===== config.mk =====
export PLATFORM = sky130hd
export DESIGN_NAME = serial_touch_panel_responder
export DESIGN_NICKNAME = d
export VERILOG_FILES = /design/src/hdl/stpr_pkg.sv /design/src/hdl/stpr_ram.sv /design/src/hdl/serial_touch_panel_responder.sv
export VERILOG_INCLUDE_DIRS = /design/src /design/src/hdl
export SDC_FILE = /design/constraint.sdc
export NUM_CORES = 1
export LEC_CHECK = 0
export ABC_AREA = 0
export ABC_CLOCK_PERIOD_IN_PS = 5600
export BUFFER_PORTS_ARGS = -buffer_cell sky130_fd_sc_hd__buf_2
export CAP_MARGIN = 25
export CELL_PAD_IN_SITES_DETAIL_PLACEMENT = 1
export CELL_PAD_IN_SITES_GLOBAL_PLACEMENT = 2
export CORE_MARGIN = 5
export CORE_UTILIZATION = 38
export DETAILED_ROUTE_END_ITERATION = 8
export PLACE_DENSITY = 0.78
export SLEW_MARGIN = 30
export SYNTH_ARGS = -nofsm -noshare
export SYNTH_HDL_FRONTEND = slang
export SYNTH_SLANG_ARGS = --single-unit

===== constraint.sdc =====
create_clock -name clk -period 5.6 [get_ports clk]
set_input_delay 1.12 -clock clk [delete_from_list [all_inputs] [get_ports clk]]
set_output_delay 1.12 -clock clk [all_outputs]
set_load 0.01 [all_outputs]

===== src/hdl/serial_touch_panel_responder_defines.svh =====
// Assertion macros shared by the responder RTL.
`ifndef SERIAL_TOUCH_PANEL_RESPONDER_DEFINES_SVH
`define SERIAL_TOUCH_PANEL_RESPONDER_DEFINES_SVH

// Check that cons holds in the cycle where ante holds.
`define STPR_ASSERT_NOW(lbl, ante, cons, msg) \
	lbl: assert property (@(posedge clk) disable iff (!arst_n) (ante) |-> (cons)) \
		else $error(msg);

// Check that cons holds in the cycle after ante holds.
`define STPR_ASSERT_NEXT(lbl, ante, cons, msg) \
	lbl: assert property (@(posedge clk) disable iff (!arst_n) (ante) |=> (cons)) \
		else $error(msg);

`endif


===== src/hdl/stpr_pkg.sv =====
`default_nettype none
package stpr_pkg;

	localparam int unsigned FRAME_BYTES = 10;
	localparam int unsigned READ_LIMIT  = 64;

	localparam logic [7:0] CK_OFFSET = 8'h56;
	localparam logic [7:0] CH_T      = 8'h54;
	localparam logic [7:0] CH_P      = 8'h50;
	localparam logic [7:0] CH_P_LO   = 8'h70;
	localparam logic [7:0] CH_ZERO   = 8'h30;
	localparam logic [7:0] P_MODEL   = 8'h06;
	localparam logic [7:0] Z_PRESSED = 8'hFF;

	localparam logic [1:0] REQ_WRITE  = 2'd0;
	localparam logic [1:0] REQ_READ   = 2'd1;
	localparam logic [1:0] REQ_SAMPLE = 2'd2;

	localparam int unsigned CFG_IDX_W  = 2;
	localparam int unsigned CFG_DATA_W = 12;
	localparam logic [CFG_IDX_W-1:0] CFG_SYNC = 2'd0;
	localparam logic [CFG_IDX_W-1:0] CFG_CMAX = 2'd1;

	localparam logic [7:0]  SYNC_RESET  = 8'd170;
	localparam logic [11:0] CMAX_RESET  = 12'd4095;
	localparam logic [11:0] COORD_RESET = 12'd2047;

	typedef struct packed {
		logic [1:0]  req_type;
		logic [7:0]  data_byte;
		logic [6:0]  read_cap;
		logic [11:0] pos_x;
		logic [11:0] pos_y;
		logic        touch_down;
	} stpr_in_t;

	typedef struct packed {
		logic [7:0] out_byte;
		logic       last_byte;
	} stpr_out_t;

	typedef enum logic [2:0] {
		S_IDLE,
		S_PUSH,
		S_FETCH,
		S_DRAIN,
		S_TFRAME
	} stpr_state_t;

	function automatic logic [7:0] p_byte(input logic [3:0] idx, input logic [7:0] sync);
		logic [7:0] res;
		case (idx)
			4'd0: res = sync;
			4'd1: res = CH_P;
			4'd2: res = CH_ZERO;
			4'd3: res = P_MODEL;
			4'd9: res = sync + CH_P + CH_ZERO + P_MODEL - CK_OFFSET;
			default: res = 8'h00;
		endcase
		return res;
	endfunction

	function automatic logic [7:0] t_byte(input logic [3:0] idx, input logic [7:0] sync,
			input logic [11:0] wx, input logic [11:0] wy, input logic pressed);
		logic [7:0] z;
		logic [7:0] ck;
		logic [7:0] res;
		z = pressed ? Z_PRESSED : 8'h00;
		ck = sync + CH_T + {7'b0, pressed} + wx[7:0] + {4'b0, wx[11:8]}
			+ wy[7:0] + {4'b0, wy[11:8]} + z - CK_OFFSET;
		case (idx)
			4'd0: res = sync;
			4'd1: res = CH_T;
			4'd2: res = {7'b0, pressed};
			4'd3: res = wx[7:0];
			4'd4: res = {4'b0, wx[11:8]};
			4'd5: res = wy[7:0];
			4'd6: res = {4'b0, wy[11:8]};
			4'd7: res = z;
			4'd9: res = ck;
			default: res = 8'h00;
		endcase
		return res;
	endfunction

endpackage
`default_nettype wire


===== src/hdl/stpr_ram.sv =====
`default_nettype none
module stpr_ram #(
	parameter int unsigned WIDTH  = 8,
	parameter int unsigned DEPTH  = 32,
	parameter int unsigned ADDR_W = $clog2(DEPTH)
) (
	input  wire logic              clk,
	input  wire logic              we,
	input  wire logic [ADDR_W-1:0] waddr,
	input  wire logic [WIDTH-1:0]  wdata,
	input  wire logic              re,
	input  wire logic [ADDR_W-1:0] raddr,
	output logic      [WIDTH-1:0]  rdata
);

	logic [WIDTH-1:0] mem_q [DEPTH];
	logic [WIDTH-1:0] rdata_q;

	always_ff @(posedge clk) begin
		if (we) begin
			mem_q[waddr] <= wdata;
		end
		if (re) begin
			rdata_q <= mem_q[raddr];
		end
	end

	assign rdata = rdata_q;

endmodule
`default_nettype wire


===== src/hdl/serial_touch_panel_responder.sv =====
// Emulated serial touch panel. Host byte writes and position samples are taken
// while idle. The tenth byte of a 'p'/'P' frame, when the reply fits, stalls
// requests while the P reply is written into the transmit store, one byte per
// cycle through the store's single write port. A read is accepted, then the
// first queued byte, if any, is fetched, then bytes are delivered one per cycle
// from the store while the output is not stalled, followed by a ten-byte T frame
// when it fits within the read cap. The transmit store needs no clearing pass.
`default_nettype none
`include "serial_touch_panel_responder_defines.svh"
module serial_touch_panel_responder
	import stpr_pkg::*;
#(
	parameter int unsigned TX_BYTES = 32
) (
	input  wire logic                  clk,
	input  wire logic                  arst_n,
	input  wire logic                  req_valid,
	output logic                       req_stall,
	input  wire stpr_in_t              req_data,
	output logic                       rsp_valid,
	input  wire logic                  rsp_stall,
	output stpr_out_t                  rsp_data,
	input  wire logic                  cfg_we,
	input  wire logic [CFG_IDX_W-1:0]  cfg_index,
	input  wire logic [CFG_DATA_W-1:0] cfg_data
);

	localparam int unsigned LEN_W = $clog2(TX_BYTES + 1);
	localparam int unsigned AW    = $clog2(TX_BYTES);
	localparam int unsigned CW    = (LEN_W > 7) ? LEN_W : 7;

	stpr_state_t state_q, state_d;

	logic [7:0]       sync_q;
	logic [11:0]      cmax_q;
	logic [3:0]       rx_count_q;
	logic [7:0]       rx_cmd_q;
	logic [LEN_W-1:0] tx_length_q;
	logic [LEN_W-1:0] tx_offset_q;
	logic [11:0]      cur_x_q;
	logic [11:0]      cur_y_q;
	logic             pressed_q;
	logic [3:0]       p_idx_q;
	logic [3:0]       t_idx_q;
	logic [6:0]       drain_left_q;
	logic             do_t_q;
	logic             rsp_valid_q;
	stpr_out_t        rsp_data_q;

	logic             out_free;
	logic             out_load;
	stpr_out_t        out_d;
	logic             ram_we;
	logic             ram_re;
	logic [AW-1:0]    ram_raddr;
	logic [7:0]       ram_rdata;
	logic [LEN_W-1:0] push_pos;
	logic [LEN_W-1:0] off_next;
	logic [11:0]      wx;
	logic [11:0]      wy;
	logic [6:0]       cap_c;
	logic [CW-1:0]    avail;
	logic [6:0]       drain_n;
	logic             t_ok;
	logic             frame_done;
	logic             is_p_cmd;
	logic             fits;
	logic             rx_take;
	logic [11:0]      sat_x;
	logic [11:0]      sat_y;

	assign req_stall  = (state_q != S_IDLE);
	assign out_free   = !rsp_valid_q || !rsp_stall;
	assign push_pos   = tx_length_q + LEN_W'(p_idx_q);
	assign off_next   = tx_offset_q + LEN_W'(1);
	assign wx         = cmax_q - cur_x_q;
	assign wy         = cmax_q - cur_y_q;
	assign cap_c      = (req_data.read_cap > 7'(READ_LIMIT)) ? 7'(READ_LIMIT)
		: req_data.read_cap;
	assign avail      = CW'(tx_length_q - tx_offset_q);
	assign drain_n    = (avail < CW'(cap_c)) ? avail[6:0] : cap_c;
	assign t_ok       = ({1'b0, drain_n} + 8'(FRAME_BYTES)) <= {1'b0, cap_c};
	assign rx_take    = (rx_count_q != 4'd0) || (req_data.data_byte == sync_q);
	assign frame_done = rx_take && (rx_count_q == 4'(FRAME_BYTES - 1));
	assign is_p_cmd   = (rx_cmd_q == CH_P) || (rx_cmd_q == CH_P_LO);
	assign fits       = ({1'b0, tx_length_q} + (LEN_W+1)'(FRAME_BYTES))
		<= (LEN_W+1)'(TX_BYTES);
	assign sat_x      = (req_data.pos_x > cmax_q) ? cmax_q : req_data.pos_x;
	assign sat_y      = (req_data.pos_y > cmax_q) ? cmax_q : req_data.pos_y;

	stpr_ram #(
		.WIDTH (8),
		.DEPTH (TX_BYTES),
		.ADDR_W(AW)
	) u_tx_store (
		.clk  (clk),
		.we   (ram_we),
		.waddr(push_pos[AW-1:0]),
		.wdata(p_byte(p_idx_q, sync_q)),
		.re   (ram_re),
		.raddr(ram_raddr),
		.rdata(ram_rdata)
	);

	always_ff @(posedge clk or negedge arst_n) begin
		if (!arst_n) begin
			state_q <= S_IDLE;
		end else begin
			state_q <= state_d;
		end
	end

	always_comb begin
		state_d   = state_q;
		out_load  = 1'b0;
		out_d     = '0;
		ram_we    = 1'b0;
		ram_re    = 1'b0;
		ram_raddr = tx_offset_q[AW-1:0];
		case (state_q)
			S_IDLE: begin
				if (req_valid) begin
					case (req_data.req_type)
						REQ_WRITE: begin
							if (frame_done && is_p_cmd && fits) begin
								state_d = S_PUSH;
							end
						end
						REQ_READ: begin
							if (drain_n != 7'd0) begin
								state_d = S_FETCH;
							end else if (t_ok) begin
								state_d = S_TFRAME;
							end
						end
						default: ;
					endcase
				end
			end
			S_PUSH: begin
				ram_we = 1'b1;
				if (p_idx_q == 4'(FRAME_BYTES - 1)) begin
					state_d = S_IDLE;
				end
			end
			S_FETCH: begin
				ram_re  = 1'b1;
				state_d = S_DRAIN;
			end
			S_DRAIN: begin
				if (out_free) begin
					out_load        = 1'b1;
					out_d.out_byte  = ram_rdata;
					out_d.last_byte = (drain_left_q == 7'd1) && !do_t_q;
					if (drain_left_q == 7'd1) begin
						state_d = do_t_q ? S_TFRAME : S_IDLE;
					end else begin
						ram_re    = 1'b1;
						ram_raddr = off_next[AW-1:0];
					end
				end
			end
			S_TFRAME: begin
				if (out_free) begin
					out_load        = 1'b1;
					out_d.out_byte  = t_byte(t_idx_q, sync_q, wx, wy, pressed_q);
					out_d.last_byte = (t_idx_q == 4'(FRAME_BYTES - 1));
					if (t_idx_q == 4'(FRAME_BYTES - 1)) begin
						state_d = S_IDLE;
					end
				end
			end
			default: state_d = S_IDLE;
		endcase
	end

	always_ff @(posedge clk or negedge arst_n) begin
		if (!arst_n) begin
			sync_q       <= SYNC_RESET;
			cmax_q       <= CMAX_RESET;
			rx_count_q   <= '0;
			rx_cmd_q     <= '0;
			tx_length_q  <= '0;
			tx_offset_q  <= '0;
			cur_x_q      <= COORD_RESET;
			cur_y_q      <= COORD_RESET;
			pressed_q    <= 1'b0;
			p_idx_q      <= '0;
			t_idx_q      <= '0;
			drain_left_q <= '0;
			do_t_q       <= 1'b0;
			rsp_valid_q  <= 1'b0;
		end else begin
			if (cfg_we) begin
				case (cfg_index)
					CFG_SYNC: sync_q <= cfg_data[7:0];
					CFG_CMAX: cmax_q <= cfg_data;
					default: ;
				endcase
			end
			if (out_load) begin
				rsp_valid_q <= 1'b1;
			end else if (!rsp_stall) begin
				rsp_valid_q <= 1'b0;
			end
			case (state_q)
				S_IDLE: begin
					if (req_valid) begin
						case (req_data.req_type)
							REQ_WRITE: begin
								p_idx_q <= '0;
								if (rx_take) begin
									if (rx_count_q == 4'd1) begin
										rx_cmd_q <= req_data.data_byte;
									end
									rx_count_q <= frame_done ? 4'd0 : rx_count_q + 4'd1;
								end
							end
							REQ_READ: begin
								drain_left_q <= drain_n;
								do_t_q       <= t_ok;
								t_idx_q      <= '0;
							end
							REQ_SAMPLE: begin
								cur_x_q   <= sat_x;
								cur_y_q   <= sat_y;
								pressed_q <= req_data.touch_down;
							end
							default: ;
						endcase
					end
				end
				S_PUSH: begin
					p_idx_q <= p_idx_q + 4'd1;
					if (p_idx_q == 4'(FRAME_BYTES - 1)) begin
						tx_length_q <= tx_length_q + LEN_W'(FRAME_BYTES);
					end
				end
				S_DRAIN: begin
					if (out_load) begin
						drain_left_q <= drain_left_q - 7'd1;
						if (drain_left_q == 7'd1 && off_next == tx_length_q) begin
							tx_length_q <= '0;
							tx_offset_q <= '0;
						end else begin
							tx_offset_q <= off_next;
						end
					end
				end
				S_TFRAME: begin
					if (out_load) begin
						t_idx_q <= t_idx_q + 4'd1;
					end
				end
				default: ;
			endcase
		end
	end

	always_ff @(posedge clk) begin
		if (out_load) begin
			rsp_data_q <= out_d;
		end
	end

	assign rsp_valid = rsp_valid_q;
	assign rsp_data  = rsp_data_q;

	`STPR_ASSERT_NOW(a_off_in_len, 1'b1, tx_offset_q <= tx_length_q, "offset past length")
	`STPR_ASSERT_NOW(a_len_in_store, 1'b1, tx_length_q <= LEN_W'(TX_BYTES), "length past store")
	`STPR_ASSERT_NEXT(a_push_grows, state_q == S_PUSH && p_idx_q == 4'(FRAME_BYTES - 1), tx_length_q == $past(tx_length_q) + LEN_W'(FRAME_BYTES), "push did not grow queue")
	`STPR_ASSERT_NEXT(a_last_ends_read, out_load && out_d.last_byte, state_q == S_IDLE, "read continued after last byte")

endmodule
`default_nettype wire


* Word-level counts from Yosys, hierarchy flattened
Memory sizes are Yosys's and may differ from the RTL's. A register that Yosys moved wholly into a read port is not among the register bits.
Index checks and enable logic that the tools add are counted.
W data, S select, Z words.
** Operators by class
- Equality and inequality tests :: 41
- Order comparisons :: 6
- Add/subtract/negate cells :: 24
- Mux-type cells :: 52
- Reductions and logical operators :: 36
** Operators with widths (number)
- $pmux W8 S9 :: 1
- $pmux W8 S5 :: 1
- $mux W7 :: 5
- $mux W3 :: 10
- $add A8 B8 Y8 :: 3
- $gt A12 B12 Y1 :: 2
- $mux W12 :: 2
- $mux W4 :: 6
- $mux W6 :: 4
- $sub A12 B12 Y12 :: 2
- $ne A2 B2 Y1 const B :: 10
- $mux W9 :: 2
- $pmux W9 S2 :: 1
- $add A8 B4 Y8 :: 2
- $add A8 B7 Y8 const B :: 2
- $eq A4 B2 Y1 const B :: 4
- $eq A4 B3 Y1 const B :: 4
- $eq A8 B7 Y1 const B :: 2
- $pmux W4 S2 :: 2
- $reduce_and A4 Y1 :: 4
- $sub A8 B7 Y8 const B :: 2
- $mux W5 :: 3
- $pmux W3 S5 :: 1
- $pmux W7 S2 :: 1
- other kinds (49) :: 83
** Storage, ports and cells
- Logic and storage cells :: 177
- Input port bits :: 61
- Bits in registers :: 98
- Memories :: 1
- Output and inout bits :: 11
- Memory bits (writable) :: 256
** Memory list
- u_tx_store.mem_q :: depth 32, bits a word 8, rd ports 1, clocked after Yosys merged registers in 1, write ports 1, line stpr_ram.sv:16 : logic [WIDTH-1:0] mem_q [DEPTH];

* Longest topological paths before layout
Gate-level depths: netlist of run 1.
- Depth in word-level cells :: 11
- Gate-level depth with buffers :: 24
- Gate-level depth less buffers :: 24

* By module
From an unflattened synthesis of run 1, not the netlist that was laid out.
** Unflattened totals
- Cell total of the unflattened synthesis :: 1392
- Area total of the unflattened synthesis :: 18718.0 um^2
** Modules (own cells, without submodules)
- stpr_ram :: area each 10133.5 um^2, sequential area each 7927.6 um^2, cells each 417, instances 1
- serial_touch_panel_responder :: area each 8584.5 um^2, sequential area each 2494.9 um^2, cells each 975, instances 1

* Worst setup path after synthesis of run 1
Ideal clock, no wire load.
- Path type :: register to register
- Start point :: register cur_x_q[2]
- End point :: register rsp_data_q (netlist bit rsp_data[7]) (data pin)
- Arrival :: 5.057 ns
- Period minus slack after synthesis :: 5.321 ns
- Stages on the path, launching flop included :: 23
- Library setup time :: 0.265 ns
- Required time :: 5.335 ns
- Setup slack :: 0.279 ns
- Path buffers :: 0
- Path through :: dfstp_2 inv_1 ha_1 nor2b_1 o31a_1 o41ai_1 o21bai_1 a21oi_1 xor2_1 fa_1 fa_1 fa_1 inv_1 ha_1 inv_1 fa_1 inv_1 a21o_1 a21oi_1 xor2_1 o221ai_1 o21ba_2 o21ai_0
** RTL lines
- start, declared :: line serial_touch_panel_responder.sv:40 : logic [11:0] cur_x_q;
- start signal, assigned :: line serial_touch_panel_responder.sv:225 : cur_x_q <= sat_x;
- end signal, assigned :: line serial_touch_panel_responder.sv:262 : rsp_data_q <= out_d;
- end, declared :: line serial_touch_panel_responder.sv:48 : stpr_out_t rsp_data_q;

==> metrics, run 1 <==
status=finished clean; Syn Std Cell Area=0.01921 mm²; initial antenna violation count=1; critical path class=flip-flop to flip-flop; total grt overflow=0; fin util=0.4399; Hold Violations, Final=0; first-pass GRT wire length=89490 µm; vias in the first global route=14980; # fillers=5552; most common cell in the synthesized netlist=nand2_1; IO Count=72; min Tclk post-route=5552 ps; area leader, netlist=edfxtp_1; post-DR wirelength/cell=22.34 µm; Finish-stage setup viols=0; slew margin rel.=0.2693; largest net degree at the start of global routing=94; drt total wl=57430 µm; Final Non-Filler Cells=2571; ys flop type=edfxtp_1; multi-input logic area=0.008282 mm²; setup_tns=0 ps; worst hold-check path type=flip-flop to flip-flop; WP buf/inv=3; Avg Cell Area, Syn=10.80 µm²; first drt pass iteration count=5; Residual DRC=0; dpl cells=2487; Seq. cell area=0.01042 mm²; Synth Net Count=1957; all-layer global routing usage=0.2031; final RePlAce weighted congestion=0.8405; routed vias=14150; Hold WS=486.0 ps; Yosys cell types=74; CTS Buf Count=42; IO Port Bufs=71; clock sink count=360; Max Clock Freq=0.1801 GHz; unrepaired setup endpoints after global routing=true; Initial Utilization=0.3836; max cap viols=0; Iteration-0 DRC Markers=941; Seq cells post-synth=360; post-synthesis sequential area ratio=0.5426; Crit path largest cell delay=580 ps; final worst path period share=0.9915; cell family with most CP delay=adder cells; clock slew at reported path FFs=60 ps; Core Region=0.05007 mm²; largest cells by area after synthesis=edfxtp_1 43%, ha_1 6.4%, dfrtp_1 6.4%, nand2_1 6.2%, dfstp_2 5.2%; top cell type's share of synthesized area=0.4268; Die Y-Extent=234.8 µm; Post-synth EDFFs=273; Post-synth top cells=315 x nand2_1, 273 x edfxtp_1, 102 x nor2_1; H-tree depth=2; Max Transition Viols Final=0; Routed Antenna Nets=0; Post-Synthesis Cells=1778; asr flop ratio synth=0.2417; CP max-delay cell=fa_1; share of cells above drive strength 1=0.1534; fin nets=2046; Critical Path End Type=flip-flop; Vias/cell=5.502; CP Data Required Time=6010 ps; Worst-Skew Late Latency=600 ps; crit path max fanout=4; clock skew=32.75 ps; crit path cell chain=inv_1, ha_1, o21a_1, o31a_1, o22a_1, a31oi_2, o21ai_0, xnor2_1, fa_1, inv_1, fa_1, fa_1, inv_1, ha_1, a211oi_2, o21bai_1, a21oi_1, xnor2_1, xnor2_1, o311a_1, a31oi_1; Max clock buf depth=3; YS warnings=0; DP HPWL=40300 µm; Root Buffer=clkbuf_16; die area=0.05515 mm²; CP startpoint kind=flip-flop; worst slew pin tran=1096 ps; Worst Path Arrival=5960 ps; Area Overhead vs Synth=14.67%; CTS tree=done; die width=234.8 µm; Rows=82
flip-flops by register name, indices dropped and copies added, names as in the netlist, 5 cells and up:
name              count
cur_x_q              12
rsp_data              9
cur_y_q              12
drain_left_q          7
rx_cmd_q              7
tx_offset_q           6
cmax_q               12
sync_q                8
u_tx_store.rdata      8
u_tx_store.mem_q    256
tx_length_q           5
cells in the final DEF (no fill, tap or decap), types with 19 or more instances in the layout:
cell       instances
a21oi_1           47
a31oi_1           24
a32oi_1           19
buf_2             70
buf_4             57
clkbuf_16         42
dfrtp_1           48
dfstp_2           38
edfxtp_1         273
ha_1              96
inv_1             96
mux2_2            20
mux2i_1           40
nand2_1          314
nand3_1           99
nand4_1           50
nor2_1            91
nor2b_1           21
nor3_1            35
o21a_1            23
o21ai_0           65
xnor2_1           37
xor2_1            19
metrics by stage:
step	instance area, µm²	setup WS (ps)
after floorplan	19210	278.6
after global placement	20510	-6.090
after detailed placement	20510	-98.58
after CTS	21880	19.47
after global routing	22020	-186.8
final	22030	47.74
tightest hold or removal path: cells and delay by family, from the launching register on:
family | cells | cell delay [ps]
flip-flops | 1 | 360
AND/OR/NAND/NOR | 1 | 40
AO/OA/AOI/OAI | 1 | 70
what timing repair did:
action                     CTS  global route
setup endpoints to repair    4             6
hold buffers                 0             0
setup buffers                4             4
gates resized for setup      8            24
hold endpoints to repair     0             0
pin swaps                   10            13
metal layers:
layer  GRT usage  vias up  share of wire
li1            -     6628              -
met1      0.2763     7171           0.45
met2      0.3378      266           0.48
met3     0.03401       81          0.044
met4     0.05716        0          0.024
met5           0        -              0
logic make-up (layout without fill, tap and decap cells):
kind of cell             Yosys count  count (layout)  share of synthesized area
other                              0               2                          0
AND/OR/NAND/NOR                  686             686                     0.1626
flip-flops                       360             360                     0.5426
AO/OA/AOI/OAI                    309             309                     0.1116
adder cells (fa/ha/maj)          118             118                    0.08429
multiplexers                      65              65                    0.03543
XOR/XNOR                          57              57                    0.02599
buffers and inverters            183             302                    0.03752
worst paths after layout:
path / to / cells after the start / slack, ps / from
max: rsp_data[8]$_DFFE_PP_ / 21 / 50 / cur_y_q[2]$_DFFE_PN1P_
min: cur_x_q[8]$_DFFE_PN1P_ / 2 / 490 / cur_x_q[8]$_DFFE_PN1P_
max reg2reg: rsp_data[8]$_DFFE_PP_ / 21 / 50 / cur_y_q[2]$_DFFE_PN1P_
min reg2reg: cur_x_q[8]$_DFFE_PN1P_ / 2 / 490 / cur_x_q[8]$_DFFE_PN1P_
max in group asynchronous: sync_q[0]$_DFFE_PN0P_ / 2 / 4000 / arst_n
min in group asynchronous: drain_left_q[3]$_DFFE_PN0P_ / 1 / 540 / arst_n
layout make-up:
class                      instances  area share
clock buffer                      56     0.05010
antenna                            2   0.0002272
multi-input combinational       1235      0.3760
sequential                       360      0.4732
tap                              672     0.03817
clock inverter                    18    0.008975
inverter                         100     0.01704
timing repair buffer             128     0.03624
Power of run 1 is left out: the tool's default activity adds up to more than one toggle a clock period on the data nets, which glitch-free logic cannot reach.
==> run 2, diff against run 1 <==
- CELL_PAD_IN_SITES_GLOBAL_PLACEMENT: 2 -> 1
- CORE_UTILIZATION: 38 -> 46
- PLACE_DENSITY: 0.78 -> 0.79
==> metrics, run 2 (synthesis results as in run 1) <==
status=finished, violations left; violated checks=negative setup slack; Max Clock Freq=0.1757 GHz; clock skew=34.31 ps; crit path max fanout=2; CP startpoint kind=flip-flop; share of cells above drive strength 1=0.1687; final RePlAce weighted congestion=0.8797; CP Data Required Time=5890 ps; die area=0.04594 mm²; routed vias=14850; CTS Buf Count=41; clock slew at reported path FFs=60 ps; Iteration-0 DRC Markers=1371; post-cts hold buffer count=0; Rows=74; reg2reg start=cmax_q[0]$_DFFE_PN1P_; Setup WS pre-CTS=-87.29 ps; DP HPWL=39600 µm; number of diodes=0; crit path cell chain=inv_2, ha_1, fa_2, nand2b_4, a21oi_4, nor3_2, o41ai_2, xnor2_1, fa_1, fa_1, fa_1, inv_2, ha_4, inv_2, fa_2, nor2_2, a211oi_2, o211a_1, o21ai_2, a221o_1; cell family with most CP delay=adder cells; Worst-Skew Late Latency=580 ps; most frequent cells in the layout=315 x nand2_1, 273 x edfxtp_1, 100 x nand3_1; Root Buffer=clkbuf_16; IO Count=72; max FFs per register=256; Routed Antenna Nets=0; vias in the first global route=15610; final worst path period share=1.017; setup_tns=-130.7 ps; CP startpoint=cmax_q[0]$_DFFE_PN1P_; worst hold-check path type=flip-flop to flip-flop; Die Y-Extent=214.3 µm; Critical Path Stages=20; # fillers=4389; critical path class=flip-flop to flip-flop; Worst R2R Path Depth=20; min Tclk post-route=5693 ps; Worst Path Arrival=5990 ps; slew margin rel.=0.3337; Crit path largest cell delay=570 ps; Biggest register=u_tx_store.mem_q; die width=214.3 µm; Critical Path End Type=flip-flop; IO Port Bufs=71; max cap viols=0; all-layer global routing usage=0.2493; Area Overhead vs Synth=15.07%; unrepaired setup endpoints after global routing=true; clock sink count=360; commonest non-fill, non-tap cell in the layout=nand2_1; WP buf/inv=3; initial antenna violation count=0; CP max-delay cell=fa_1; first drt pass iteration count=7; multi-input logic area=0.008341 mm²; Worst Hold Launch=cur_x_q[10]$_DFFE_PN1P_; Residual DRC=0; hold-critical path depth=2; CTS tree=done; post-DR wirelength/cell=24.36 µm; Vias/cell=6.067; Finish-stage setup viols=2; first-pass GRT wire length=90580 µm; total grt overflow=0; drt total wl=59610 µm; Seq. cell area=0.01042 mm²; Core Region=0.04111 mm²; Max Transition Viols Final=0; worst slew pin tran=997.1 ps; Max clock buf depth=3; H-tree depth=2; largest net degree at the start of global routing=108; fin util=0.5376; final worst-path setup slack=-92.50 ps; fin nets=2062; Hold Violations, Final=0; Initial Utilization=0.4673
[run 2: metal layers]
layer | routed length, µm | GRT usage | share of wire
met5 | 0 | 0 | 0
met4 | 2223 | 0.08611 | 0.037
met3 | 3413 | 0.04673 | 0.057
met2 | 29600 | 0.4277 | 0.50
met1 | 24370 | 0.3191 | 0.41
[run 2: stage by stage]
step	hold WS, ps	cell area, µm²	cells
6_report	482.6	22100	2447
2_1_floorplan	452.2	19210	1778
3_5_place_dp	476.5	20290	2339
3_3_place_gp	469.4	20280	2339
4_1_cts	485.8	21860	2439
5_1_grt	501.4	22100	2447
[run 2: area by class of cell]
type,count,area share
Inverter,100,0.01698
Tap cell,532,0.03012
Timing Repair Buffer,145,0.04314
Multi-Input combinational cell,1235,0.3774
Clock inverter,23,0.01025
Sequential cell,360,0.4716
Clock buffer,52,0.05061
[run 2: worst reg2reg max path, stage by stage, from the launching register on]
cell and delay [ps]:
dfstp_2 540, inv_2 50, ha_1 220, fa_2 370, nand2b_4 170, a21oi_4 150, nor3_2 100, o41ai_2 470
xnor2_1 190, fa_1 540, fa_1 570, fa_1 440, inv_2 100, ha_4 140, inv_2 40, fa_2 530
nor2_2 60, a211oi_2 220, o211a_1 190, o21ai_2 50, a221o_1 270
[run 2: timing repair]
action | CTS | global route
cloned | 0 | 0
buffers inserted | 25 | 10
gates resized for setup | 9 | 41
endpoints found under the setup margin | 4 | 7
pin swaps | 5 | 30
[run 2: final timing paths]
kind | slack [ps] | endpoint
min in group asynchronous | 580 | tx_length_q[2]$_DFFE_PN0P_
max in group asynchronous | 4010 | pressed_q$_DFFE_PN0P_
max | -90 | rsp_data[4]$_DFFE_PP_
max reg2reg | -90 | rsp_data[4]$_DFFE_PP_
min | 480 | cur_x_q[10]$_DFFE_PN1P_
min reg2reg | 480 | cur_x_q[10]$_DFFE_PN1P_
Power of run 2 is left out for the same reason.
==> run 3, diff against run 2 <==
- ABC_AREA: 0 -> 1
- CORE_UTILIZATION: 46 -> 44
- PLACE_DENSITY: 0.79 -> 0.78
==> metrics, run 3 <==
max FFs per register=256; die area=0.04841 mm²; Post-synth EDFFs=273; Yosys cell types=57; top cell type's share of synthesized area=0.4224; Max Transition Viols Final=0; worst slew pin tran=917.3 ps; all-layer global routing usage=0.2352; initial antenna violation count=0; Initial Utilization=0.4418; IO Port Bufs=71; post-synthesis sequential area ratio=0.5370; Root Buffer=clkbuf_16; share of cells above drive strength 1=0.1234; CTS Buf Count=41; Critical Path End Type=flip-flop; CP max-delay cell=dfstp_2; Syn Std Cell Area=0.01941 mm²; multi-input logic area=0.007825 mm²; min Tclk post-route=5371 ps; Max Clock Freq=0.1862 GHz; setup_tns=0 ps; CP startpoint kind=flip-flop; Synth Net Count=2212; Worst-Skew Late Latency=580 ps; max cap viols=0; clock skew=28.61 ps; vias in the first global route=16090; first drt pass iteration count=6; Crit path largest cell delay=530 ps; Final Non-Filler Cells=2731; Rows=77; asr flop ratio synth=0.2417; Hold WS=487.6 ps; Seq cells post-synth=360; final RePlAce weighted congestion=0.9298; Avg Cell Area, Syn=9.547 µm²; first-pass GRT wire length=89170 µm; final worst path period share=0.9590; Seq. cell area=0.01042 mm²; total grt overflow=0; drt total wl=57220 µm; most frequent cells in the layout=291 x nand2_1, 273 x edfxtp_1, 260 x nor2_1; commonest non-fill, non-tap cell in the layout=nand2_1; CP Data Required Time=5910 ps; # fillers=4987; largest net degree at the start of global routing=129; CTS tree=done; Die Y-Extent=220.0 µm; Residual DRC=0; DP HPWL=39410 µm; cell repeated most along the worst path=nand2_1; area leader, netlist=edfxtp_1; Vias/cell=5.531; dpl cells=2651; Post-Synthesis Cells=2033; slew margin rel.=0.3838; YS warnings=0; clock slew at reported path FFs=60 ps; routed vias=15110; ys flop type=edfxtp_1; fin util=0.4989; largest cells by area after synthesis=edfxtp_1 42%, ha_1 6.4%, dfrtp_1 6.3%, nand2_1 5.7%, dfstp_2 5.1%; Worst Path Arrival=5690 ps; cell family with most CP delay=adder cells; Iteration-0 DRC Markers=1166; WP buf/inv=4; Area Overhead vs Synth=12.93%; fin nets=2287; Hold Violations, Final=0; status=finished clean; Max clock buf depth=3; critical path class=flip-flop to flip-flop; die width=220.0 µm; IO Count=72; H-tree depth=2; Biggest register=u_tx_store.mem_q; number of diodes=0; Routed Antenna Nets=0; crit path max fanout=2; Post-synth top cells=296 x nand2_1, 273 x edfxtp_1, 262 x nor2_1; worst hold-check path type=flip-flop to flip-flop; Finish-stage setup viols=0; post-DR wirelength/cell=20.95 µm; Core Region=0.04393 mm²; most common cell in the synthesized netlist=nand2_1; clock sink count=360
run 3: cell types whose count changed after synthesis, sizes merged, moves of 41 or more:
cell,before,now
o21ai,70,252
mux2i,41,0
nor2,104,264
nand3,100,163
inv,99,243
run 3: what timing repair did:
item                       CTS  global route
buffers inserted             0             5
hold buffers                 0             0
resized for setup            0            29
setup endpoints to repair    0             6
run 3: final cells by class:
cell class,count,area share
Clock buffer,49,0.04955
Clock inverter,25,0.01393
Inverter,247,0.04241
Multi-Input combinational cell,1356,0.3570
Sequential cell,360,0.4755
Tap cell,592,0.03379
Timing Repair Buffer,102,0.02786
run 3: cell families (layout without fill, tap and decap cells):
logic type / Yosys count / in the layout / share of synthesized area
compound gates: 416 / 416 / 0.1209
xor+xnor: 46 / 46 / 0.02076
fa+ha+maj: 118 / 118 / 0.08341
buf+inv: 317 / 423 / 0.06839
flops: 360 / 360 / 0.5370
simple gates: 776 / 776 / 0.1695
run 3: worst paths after layout:
| path | startpoint | end | slack [ps] | depth (start not counted) |
|---|---|---|---|---|
| setup reg to reg | cmax_q[0]$_DFFE_PN1P_ | rsp_data[8]$_DFFE_PP_ | 230 | 32 |
| hold / removal | rx_cmd_q[4]$_DFFE_PN0P_ | rx_cmd_q[4]$_DFFE_PN0P_ | 490 | 2 |
| hold reg to reg | rx_cmd_q[4]$_DFFE_PN0P_ | rx_cmd_q[4]$_DFFE_PN0P_ | 490 | 2 |
| min in group asynchronous | arst_n | drain_left_q[5]$_DFFE_PN0P_ | 510 | 1 |
| max in group asynchronous | arst_n | cur_y_q[11]$_DFFE_PN0P_ | 3980 | 2 |
| setup / recovery | cmax_q[0]$_DFFE_PN1P_ | rsp_data[8]$_DFFE_PP_ | 230 | 32 |
run 3: through the flow:
| step | setup WS, ps | instance area [µm²] |
|---|---|---|
| floorplan | 347.6 | 19410 |
| global placement | 125.7 | 20370 |
| detailed placement | 7.857 | 20370 |
| CTS | 18.26 | 21760 |
| global route | -29.80 | 21920 |
| finish | 229.4 | 21920 |
run 3: worst min-delay path: cells and delay by family (launching register included):
| family | cells | cell delay (ps) |
|---|---|---|
| flip-flops | 1 | 350 |
| AND/OR/NAND/NOR | 2 | 110 |
run 3: per-layer routing:
metal	part of all wire	track usage
met5	0	0
met4	0.032	0.08363
met3	0.043	0.02734
met2	0.48	0.3953
met1	0.44	0.3165
Power of run 3 is left out for the same reason.
